### src/rtl/sali_pkg.sv
`default_nettype none
package sali_pkg;

  localparam int FRAC_BITS    = 8;
  localparam int POS_INT_BITS = 15;
  localparam int POS_W        = POS_INT_BITS + FRAC_BITS;
  localparam int DIFF_W       = POS_W + 1;
  localparam int BIT_CNT_W    = $clog2(DIFF_W);
  localparam int NUM_AXES     = 6;
  localparam int MAX_STEPS    = 64;
  localparam int CNT_W        = 7;
  localparam int ADDR_W       = 3;
  localparam int DATA_W       = 32;
  localparam int REG_IDX_W    = ADDR_W - 2;
  localparam int QUEUE_DEPTH  = 2;
  localparam int QPTR_W       = $clog2(QUEUE_DEPTH);
  localparam int QCNT_W       = $clog2(QUEUE_DEPTH + 1);

  localparam logic [CNT_W-1:0]     STEP_COUNT_RESET = CNT_W'(50);
  localparam logic [REG_IDX_W-1:0] REG_STEP_COUNT   = REG_IDX_W'(0);

  typedef logic [POS_INT_BITS-1:0] pulse_t;
  typedef pulse_t [NUM_AXES-1:0] pulse_vec_t;

  typedef struct packed {
    pulse_t target_axis0;
    pulse_t target_axis1;
    pulse_t target_axis2;
    pulse_t target_axis3;
    pulse_t target_axis4;
    pulse_t target_axis5;
  } in_item_t;

  typedef struct packed {
    pulse_t pos_axis0;
    pulse_t pos_axis1;
    pulse_t pos_axis2;
    pulse_t pos_axis3;
    pulse_t pos_axis4;
    pulse_t pos_axis5;
    logic   last_step;
  } out_item_t;

  // Move command as queued between front and back
  typedef struct packed {
    pulse_vec_t       target;
    logic [CNT_W-1:0] count;
  } cmd_t;

  typedef enum logic [2:0] {
    S_IDLE,
    S_ABS,
    S_DIV,
    S_FIX,
    S_EMIT
  } back_state_t;

  function automatic pulse_t home_pos(input int unsigned axis);
    pulse_t p;
    case (axis)
      0:       p = POS_INT_BITS'(1200);
      1:       p = POS_INT_BITS'(950);
      2:       p = POS_INT_BITS'(1350);
      3:       p = POS_INT_BITS'(1800);
      default: p = POS_INT_BITS'(1500);
    endcase
    return p;
  endfunction

endpackage
`default_nettype wire

### src/rtl/sali_queue.sv
`default_nettype none
module sali_queue (
  input  wire logic          clk,
  input  wire logic          rst,
  input  wire logic          push,
  input  wire sali_pkg::cmd_t push_data,
  output logic               full,
  input  wire logic          pop,
  output sali_pkg::cmd_t     pop_data,
  output logic               empty
);

  sali_pkg::cmd_t mem [sali_pkg::QUEUE_DEPTH];
  logic [sali_pkg::QPTR_W-1:0] wr_ptr;
  logic [sali_pkg::QPTR_W-1:0] rd_ptr;
  logic [sali_pkg::QCNT_W-1:0] count;

  assign full     = (count == sali_pkg::QCNT_W'(sali_pkg::QUEUE_DEPTH));
  assign empty    = (count == '0);
  assign pop_data = mem[rd_ptr];

  always_ff @(posedge clk) begin
    if (push && !full) begin
      mem[wr_ptr] <= push_data;
    end
  end

  always_ff @(posedge clk) begin
    if (rst) begin
      wr_ptr <= '0;
      rd_ptr <= '0;
      count  <= '0;
    end else begin
      if (push && !full) begin
        wr_ptr <= wr_ptr + 1'b1;
      end
      if (pop && !empty) begin
        rd_ptr <= rd_ptr + 1'b1;
      end
      case ({push && !full, pop && !empty})
        2'b10:   count <= count + 1'b1;
        2'b01:   count <= count - 1'b1;
        default: count <= count;
      endcase
    end
  end

endmodule
`default_nettype wire

### src/rtl/sali_front.sv
`default_nettype none
module sali_front (
  input  wire logic                          clk,
  input  wire logic                          rst,
  input  wire logic                          psel,
  input  wire logic                          penable,
  input  wire logic                          pwrite,
  input  wire logic [sali_pkg::ADDR_W-1:0]   paddr,
  input  wire logic [sali_pkg::DATA_W-1:0]   pwdata,
  output logic [sali_pkg::DATA_W-1:0]        prdata,
  output logic                               pready,
  input  wire logic                          in_valid,
  output logic                               in_stall,
  input  wire sali_pkg::in_item_t            in_data,
  output logic                               push,
  output sali_pkg::cmd_t                     push_data,
  input  wire logic                          q_full
);

  logic [sali_pkg::CNT_W-1:0]     step_count;
  logic [sali_pkg::CNT_W-1:0]     eff_count;
  logic [sali_pkg::REG_IDX_W-1:0] reg_idx;

  assign pready  = 1'b1;
  assign reg_idx = paddr[sali_pkg::ADDR_W-1:2];

  always_ff @(posedge clk) begin
    if (rst) begin
      step_count <= sali_pkg::STEP_COUNT_RESET;
    end else if (psel && penable && pwrite && pready &&
                 reg_idx == sali_pkg::REG_STEP_COUNT) begin
      step_count <= pwdata[sali_pkg::CNT_W-1:0];
    end
  end

  always_comb begin
    prdata = '0;
    if (reg_idx == sali_pkg::REG_STEP_COUNT) begin
      prdata = sali_pkg::DATA_W'(step_count);
    end
  end

  // Zero count acts as one, large counts saturate
  always_comb begin
    if (step_count == '0) begin
      eff_count = sali_pkg::CNT_W'(1);
    end else if (step_count > sali_pkg::CNT_W'(sali_pkg::MAX_STEPS)) begin
      eff_count = sali_pkg::CNT_W'(sali_pkg::MAX_STEPS);
    end else begin
      eff_count = step_count;
    end
  end

  assign in_stall = q_full;
  assign push     = in_valid && !q_full;

  always_comb begin
    push_data.count     = eff_count;
    push_data.target[0] = in_data.target_axis0;
    push_data.target[1] = in_data.target_axis1;
    push_data.target[2] = in_data.target_axis2;
    push_data.target[3] = in_data.target_axis3;
    push_data.target[4] = in_data.target_axis4;
    push_data.target[5] = in_data.target_axis5;
  end

endmodule
`default_nettype wire

### src/rtl/sali_back.sv
`default_nettype none
module sali_back (
  input  wire logic               clk,
  input  wire logic               rst,
  input  wire sali_pkg::cmd_t     q_data,
  input  wire logic               q_empty,
  output logic                    pop,
  output logic                    out_valid,
  input  wire logic               out_stall,
  output sali_pkg::out_item_t     out_data
);

  localparam int FB = sali_pkg::FRAC_BITS;
  localparam int PW = sali_pkg::POS_W;
  localparam int DW = sali_pkg::DIFF_W;
  localparam int CW = sali_pkg::CNT_W;
  localparam int NA = sali_pkg::NUM_AXES;

  sali_pkg::back_state_t state, state_next;

  logic [DW-1:0]        dvd   [NA];  // difference, then magnitude, then quotient
  logic [CW-1:0]        rem   [NA];
  logic                 neg   [NA];
  logic [DW-1:0]        delta [NA];
  logic [PW-1:0]        cur   [NA];
  sali_pkg::pulse_t     tgt   [NA];
  logic [CW-1:0]        n;
  logic [CW-1:0]        step;
  logic [sali_pkg::BIT_CNT_W-1:0] bit_cnt;

  logic [DW-1:0]        diff     [NA];
  logic [CW:0]          shifted  [NA];
  logic                 ge       [NA];
  logic [CW-1:0]        rem_next [NA];
  logic signed [DW:0]   sum      [NA];
  logic [PW-1:0]        new_pos  [NA];

  logic emit;
  logic last;

  assign last = (step == n - 1'b1);

  always_comb begin
    for (int a = 0; a < NA; a++) begin
      diff[a]     = {1'b0, q_data.target[a], {FB{1'b0}}} - {1'b0, cur[a]};
      shifted[a]  = {rem[a], dvd[a][DW-1]};
      ge[a]       = (shifted[a] >= {1'b0, n});
      rem_next[a] = ge[a] ? CW'(shifted[a] - {1'b0, n}) : shifted[a][CW-1:0];
      sum[a]      = $signed({2'b00, cur[a]}) + $signed({delta[a][DW-1], delta[a]});
      // Zero step snaps to target; otherwise add and saturate
      if (delta[a] == '0) begin
        new_pos[a] = {tgt[a], {FB{1'b0}}};
      end else if (sum[a][DW]) begin
        new_pos[a] = '0;
      end else if (sum[a][DW-1]) begin
        new_pos[a] = '1;
      end else begin
        new_pos[a] = sum[a][PW-1:0];
      end
    end
  end

  always_comb begin
    state_next = state;
    unique case (state)
      sali_pkg::S_IDLE: if (!q_empty) state_next = sali_pkg::S_ABS;
      sali_pkg::S_ABS:  state_next = sali_pkg::S_DIV;
      sali_pkg::S_DIV:  if (bit_cnt == '0) state_next = sali_pkg::S_FIX;
      sali_pkg::S_FIX:  state_next = sali_pkg::S_EMIT;
      sali_pkg::S_EMIT: if (emit && last) state_next = sali_pkg::S_IDLE;
      default:          state_next = sali_pkg::S_IDLE;
    endcase
  end

  always_comb begin
    pop  = 1'b0;
    emit = 1'b0;
    unique case (state)
      sali_pkg::S_IDLE: pop  = !q_empty;
      sali_pkg::S_EMIT: emit = !out_valid || !out_stall;
      default: begin
        pop  = 1'b0;
        emit = 1'b0;
      end
    endcase
  end

  always_ff @(posedge clk) begin
    if (rst) begin
      state     <= sali_pkg::S_IDLE;
      out_valid <= 1'b0;
      for (int a = 0; a < NA; a++) begin
        cur[a] <= {sali_pkg::home_pos(a), {FB{1'b0}}};
      end
    end else begin
      state <= state_next;
      if (emit) begin
        out_valid <= 1'b1;
        for (int a = 0; a < NA; a++) begin
          cur[a] <= new_pos[a];
        end
      end else if (!out_stall) begin
        out_valid <= 1'b0;
      end
    end
  end

  always_ff @(posedge clk) begin
    unique case (state)
      sali_pkg::S_IDLE: begin
        if (pop) begin
          n       <= q_data.count;
          step    <= '0;
          bit_cnt <= sali_pkg::BIT_CNT_W'(DW - 1);
          for (int a = 0; a < NA; a++) begin
            tgt[a] <= q_data.target[a];
            dvd[a] <= diff[a];
          end
        end
      end
      sali_pkg::S_ABS: begin
        for (int a = 0; a < NA; a++) begin
          neg[a] <= dvd[a][DW-1];
          dvd[a] <= dvd[a][DW-1] ? -dvd[a] : dvd[a];
          rem[a] <= '0;
        end
      end
      sali_pkg::S_DIV: begin
        bit_cnt <= bit_cnt - 1'b1;
        for (int a = 0; a < NA; a++) begin
          dvd[a] <= {dvd[a][DW-2:0], ge[a]};
          rem[a] <= rem_next[a];
        end
      end
      sali_pkg::S_FIX: begin
        for (int a = 0; a < NA; a++) begin
          delta[a] <= neg[a] ? -dvd[a] : dvd[a];
        end
      end
      sali_pkg::S_EMIT: begin
        if (emit) begin
          step               <= step + 1'b1;
          out_data.pos_axis0 <= new_pos[0][PW-1:FB];
          out_data.pos_axis1 <= new_pos[1][PW-1:FB];
          out_data.pos_axis2 <= new_pos[2][PW-1:FB];
          out_data.pos_axis3 <= new_pos[3][PW-1:FB];
          out_data.pos_axis4 <= new_pos[4][PW-1:FB];
          out_data.pos_axis5 <= new_pos[5][PW-1:FB];
          out_data.last_step <= last;
        end
      end
      default: begin
        step <= step;
      end
    endcase
  end

endmodule
`default_nettype wire

### src/rtl/six_axis_linear_interpolator.sv
`default_nettype none
// Six-axis linear interpolator. Each input item is a move command with six
// target pulse widths; the block answers with step_count result items, each
// holding the integer parts of the six interpolated positions, the final one
// flagged by last_step. Per axis the step is (target - current) / step_count
// in fixed point with 8 fraction bits, truncated toward zero; an axis whose
// step is zero jumps to its target on the first result. step_count (APB
// address 0, reset 50) counts 0 as 1 and saturates above 64; write it only
// while the block is idle. Positions start at 1200, 950, 1350, 1800, 1500,
// 1500 after reset. Back end sequence per command: load it, take
// magnitudes, run the bit-serial dividers (one quotient bit per cycle,
// six lanes in parallel), fix the sign, then emit one result per cycle
// while the output is not stalled. A two-entry command queue lets the
// input side take up to two commands ahead while the back end works.
module six_axis_linear_interpolator (
  input  wire logic                          clk,
  input  wire logic                          rst,
  // configuration
  input  wire logic                          psel,
  input  wire logic                          penable,
  input  wire logic                          pwrite,
  input  wire logic [sali_pkg::ADDR_W-1:0]   paddr,
  input  wire logic [sali_pkg::DATA_W-1:0]   pwdata,
  output logic [sali_pkg::DATA_W-1:0]        prdata,
  output logic                               pready,
  // move commands
  input  wire logic                          in_valid,
  output logic                               in_stall,
  input  wire sali_pkg::in_item_t            in_data,
  // interpolated positions
  output logic                               out_valid,
  input  wire logic                          out_stall,
  output sali_pkg::out_item_t                out_data
);

  sali_pkg::cmd_t push_data;
  sali_pkg::cmd_t pop_data;
  logic           push;
  logic           pop;
  logic           q_full;
  logic           q_empty;

  // Front: register port, count clamp, accept commands into the queue
  sali_front u_front (
    .clk       (clk),
    .rst       (rst),
    .psel      (psel),
    .penable   (penable),
    .pwrite    (pwrite),
    .paddr     (paddr),
    .pwdata    (pwdata),
    .prdata    (prdata),
    .pready    (pready),
    .in_valid  (in_valid),
    .in_stall  (in_stall),
    .in_data   (in_data),
    .push      (push),
    .push_data (push_data),
    .q_full    (q_full)
  );

  // Hold pending commands so each side can stall on its own
  sali_queue u_queue (
    .clk       (clk),
    .rst       (rst),
    .push      (push),
    .push_data (push_data),
    .full      (q_full),
    .pop       (pop),
    .pop_data  (pop_data),
    .empty     (q_empty)
  );

  // Back: divide, then advance positions one step per result item
  sali_back u_back (
    .clk       (clk),
    .rst       (rst),
    .q_data    (pop_data),
    .q_empty   (q_empty),
    .pop       (pop),
    .out_valid (out_valid),
    .out_stall (out_stall),
    .out_data  (out_data)
  );

endmodule
`default_nettype wire
### config.mk
export PLATFORM = sky130hd
export DESIGN_NAME = six_axis_linear_interpolator
export DESIGN_NICKNAME = d
export VERILOG_FILES = /design/src/rtl/sali_pkg.sv /design/src/rtl/sali_queue.sv /design/src/rtl/sali_front.sv /design/src/rtl/sali_back.sv /design/src/rtl/six_axis_linear_interpolator.sv
export SDC_FILE = /design/constraint.sdc
export NUM_CORES = 2
export LEC_CHECK = 0
export ABC_AREA = 1
export BUFFER_PORTS_ARGS = -buffer_cell sky130_fd_sc_hd__clkbuf_2
export CAP_MARGIN = 20
export CORE_ASPECT_RATIO = 0.5
export CORE_UTILIZATION = 55
export CTS_CLUSTER_DIAMETER = 30
export DETAILED_ROUTE_END_ITERATION = 12
export GPL_TIMING_DRIVEN = 1
export HOLD_SLACK_MARGIN = 0.12
export PLACE_DENSITY = 0.72
export SYNTH_ARGS = -nofsm -noshare
export SYNTH_HDL_FRONTEND = slang
export SYNTH_HIERARCHICAL = 1
export SYNTH_SLANG_ARGS = --single-unit
### constraint.sdc
create_clock -name clk -period 14.95 [get_ports clk]
set_clock_uncertainty 0.15 [all_clocks]
set_input_delay 1.495 -clock clk [delete_from_list [all_inputs] [get_ports clk]]
set_output_delay 1.495 -clock clk [all_outputs]
set_load 0.05 [all_outputs]
==> tab_implementation.tex <==
\begin{tabular}{lr}
\hline
Metric & Value \\
\hline
\multicolumn{2}{l}{\textbf{CTS}} \\
CTS Hold Buffers Added & 0 \\
Latest clock arrival within the worst-skew pair & 0.78 ns \\
Clock tree from TritonCTS & yes \\
Post-CTS clock slew at the launch and capture registers of the worst setup and hold paths & 0.07 ns \\
Max H-tree Level & 3 \\
Count of instances resized after the clock tree is built & 0 \\
Sink count of the clock tree & 884 \\
Postcts setup bufs & 0 \\
Inserted Clock Buffers & 121 \\
Number of buffers between clock root and the deepest sink & 3 \\
CTS root buffer & sky130\_fd\_sc\_hd\_\_clkbuf\_16 \\
\multicolumn{2}{l}{\textbf{Floorplanning}} \\
Die boundary width & 462.2 um \\
Floorplan die height & 232.1 um \\
Number of placement rows & 83 \\
Die Outline Area & 107300 sq um \\
Area inside the core boundary & 103700 sq um \\
Initial Util & 56.14\% \\
Count of pins on the block boundary & 258 \\
\multicolumn{2}{l}{\textbf{Power and ir drop}} \\
Peak VDD IR & 0.1648 mV \\
Power after layout & 11.72 mW \\
Leakage & 28.58 nW \\
Total power divided by cell area & 183.0 nW/um\^{}2 \\
\multicolumn{2}{l}{\textbf{STA}} \\
Ratio of final minimum period to clock period & 31.90\% \\
Setup repair after global routing missed its margin & false \\
F\_max & 209.7 MHz \\
Final hold violation count & 0 \\
Final critical path time including I/O delays and setup & 4.769 ns \\
Final number of setup-violating endpoints & 0 \\
Actual transition at the worst max-transition pin & 1.123 ns \\
Remaining max-slew budget at the tightest pin & 24.96\% \\
Number of pins exceeding their max-slew limit in the final report & 0 \\
Final TNS setup & 0 ns \\
\multicolumn{2}{l}{\textbf{Setup path}} \\
CP Capture Type & flip-flop \\
Origin of the critical flop-to-flop path & u\_back/state[2] \\
Largest fanout of any net on the critical path & 48 \\
RR Endpoint & u\_back/dvd[4][23] \\
Endpoint required time on the critical path & 15.18 ns \\
Number of cell instances on the worst register-to-register path & 9 \\
Worst reg-to-reg setup slack & 10.18 ns \\
Crit Path Class & flip-flop to flip-flop \\
Element type at the critical path start & flip-flop \\
Crit path DAT & 5.00 ns \\
\multicolumn{2}{l}{\textbf{Synth}} \\
Share of Yosys cell area claimed by the top area cell type & 44.75\% \\
Main area contributors after synthesis & sky130\_fd\_sc\_hd\_\_edfxtp\_1, sky130\_fd\_sc\_hd\_\_nand2\_1, sky130\_fd\_sc\_hd\_\_inv\_1, sky130\_fd\_sc\_hd\_\_ha\_1, sky130\_fd\_sc\_hd\_\_nand3\_1 \\
Syn Inst Count & 7093 \\
Fraction of the yosys area taken by sequential cells & 45.30\% \\
Cell area after synthesis & 58240 sq um \\
Dominant cell by count in the synthesized netlist & sky130\_fd\_sc\_hd\_\_nand2\_1 \\
FF+latch count, synth & 884 \\
Ys async rst share & 0\% \\
Synth unique cells & 63 \\
Warnings, synthesis & 6 \\
Leading cell types by count after synthesis & sky130\_fd\_sc\_hd\_\_nand2\_1, sky130\_fd\_sc\_hd\_\_inv\_1, sky130\_fd\_sc\_hd\_\_edfxtp\_1, sky130\_fd\_sc\_hd\_\_nor2\_1, sky130\_fd\_sc\_hd\_\_nand3\_1 \\
Leading area contributor after synthesis & sky130\_fd\_sc\_hd\_\_edfxtp\_1 \\
Post-synth top flop & sky130\_fd\_sc\_hd\_\_edfxtp\_1 \\
Synthesized area per cell & 8.211 sq um \\
Number of synthesized flops with an enable pin & 868 \\
\multicolumn{2}{l}{\textbf{Detailed routing}} \\
Routed vias/inst & 5.584 \\
Vias & 48820 \\
Drt total wl & 158300 um \\
Routed length per placed instance & 18.11 um \\
Count of TritonRoute iterations in the first routing pass & 6 \\
DRC violation count after routing & 0 \\
Violation count after the first detailed-route iteration & 5175 \\
Count of antenna-violating nets left after detailed routing & 0 \\
\multicolumn{2}{l}{\textbf{Finish}} \\
Antenna fix cells & 0 \\
Fillers & 9073 \\
Fraction of final layout cells with drive strength greater than 1 & 9.441\% \\
Finished layout cell area & 64070 sq um \\
Nets@finish & 7671 \\
Area growth from synthesis to final layout & 10.01\% \\
\multicolumn{2}{l}{\textbf{Place}} \\
Hpwl dp & 117900 um \\
Weighted congestion at the end of routability-driven global placement & 0.9836 \\
Instance area at placement & 59830 sq um \\
IO buf count & 204 \\
\multicolumn{2}{l}{\textbf{Hold path}} \\
Destination of the worst hold path & u\_back/delta[3][0] \\
Critical hold path startpoint & u\_back/dvd[3][0] \\
Min-Delay Path Depth & 0 \\
Worst min-delay path category & flip-flop to flip-flop \\
\multicolumn{2}{l}{\textbf{Global route}} \\
Wire length of the first global-routing pass & 246000 um \\
Via count of the first global-routing pass & 44780 \\
Pin count of the biggest net entering global routing & 72 \\
Residual overflow from global routing & 0 \\
Overall fraction of global-route tracks in use & 29.28\% \\
Initial antenna violation count & 2 \\
\multicolumn{2}{l}{\textbf{Run}} \\
Max-cap violations & 0 \\
\multicolumn{2}{l}{\textbf{Run status}} \\
Result of the run & finished clean \\
\hline
\end{tabular}
-- cell type report --
cell class | instances | area [sq um] | area share (%)
multi-input combinational | 4971 | 26600 | 41.51
timing repair buffer | 232 | 1231 | 1.922
sequential | 884 | 26390 | 41.19
clock inverter | 104 | 1199 | 1.871
tap | 1402 | 1754 | 2.738
clock buffer | 125 | 3043 | 4.749
inverter | 1024 | 3859 | 6.023
-- where the power goes --
group          leakage [nW]  switching (mW)  internal (mW)
Combinational          18.3            3.18           1.38
Sequential             8.23           0.429           3.78
Clock                  2.04            1.29           1.66
-- worst max-delay path: stages (launching register included) --
cell and delay (ns):
sky130_fd_sc_hd__dfxtp_1 0.37, sky130_fd_sc_hd__nor2_1 0.14, sky130_fd_sc_hd__inv_1 0.11, sky130_fd_sc_hd__nor2_4 0.20, sky130_fd_sc_hd__buf_4 0.46, sky130_fd_sc_hd__inv_4 0.37, sky130_fd_sc_hd__nand2_4 0.54, sky130_fd_sc_hd__clkinv_2 0.81
sky130_fd_sc_hd__buf_4 0.59, sky130_fd_sc_hd__nand2_1 0.52
-- layout by cell type (no fill, tap or decap), drive strengths merged, types with 48 or more instances in the layout --
cell / instances
inv: 1054
nor3: 78
mux2: 97
nand4: 108
edfxtp: 868
xor2: 142
a21oi: 360
o21ai: 393
nor4: 53
o211ai: 48
clkinv: 59
nand3: 554
nand2: 1934
nor2: 630
ha: 293
clkbuf: 329
-- registers in the layout, summed over array words and instances (netlist names), 2 cells and up, named ones only --
register and cells:
u_back/bit_cnt 5, u_back/cur 138, u_back/delta 144, u_back/dvd 144, u_back/n 7, u_back/neg 6, u_back/out_data 91, u_back/rem 42
u_back/state 3, u_back/step 7, u_back/tgt 90, u_front/step_count 7, u_queue/count 2, u_queue/mem 194
-- metal layers --
layer	routed length, um	share of wire [%]	global-route usage (%)
met1	73810	47	43.68
met2	67870	43	44.21
met3	12810	8.1	4.350
met4	3825	2.4	7.994
met5	13	0.0082	0
-- cell families (layout without fill, tap and decap cells) --
group	Yosys count	count (layout)	share of synthesized area [%]
buffers and inverters	1262	1485	9.242
and+or+nand+nor	3447	3447	25.35
muxes	97	97	2.069
AOI/OAI and AO/OA	918	918	8.643
xor gates and xnor gates	178	178	2.677
adders and majority gates	305	305	6.707
other	2	26	0.01289
DFF	884	884	45.30
-- how the worst max path moves through the flow --
stage / from / endpoint / slack [ns] / cells past startpoint
global placement: u_back/state[2] / u_back/dvd[3][23] / 10.37 / 9
global route: u_back/state[2] / u_back/dvd[0][23] / 10.08 / 9
finish: u_back/state[2] / u_back/dvd[4][23] / 10.18 / 9
CTS: u_back/state[2] / u_back/dvd[0][23] / 10.30 / 9
floorplan: u_back/state[0] / u_back/delta[0][0] / 3.75 / 2
detailed placement: u_back/state[2] / u_back/dvd[3][23] / 10.36 / 9
-- through the flow --
step,hold WS [ns],std cells,worst slack [ns],utilization [%]
2_1_floorplan,0.2764,7117,3.746,-
3_3_place_gp,0.3001,8513,10.37,57.67
3_5_place_dp,0.3058,8513,10.36,57.67
4_1_cts,0.3228,8742,10.30,61.76
5_1_grt,0.3377,8742,10.08,61.76
6_report,0.3177,8742,10.18,61.76
Note: power is estimated with default switching activity, not from simulation.
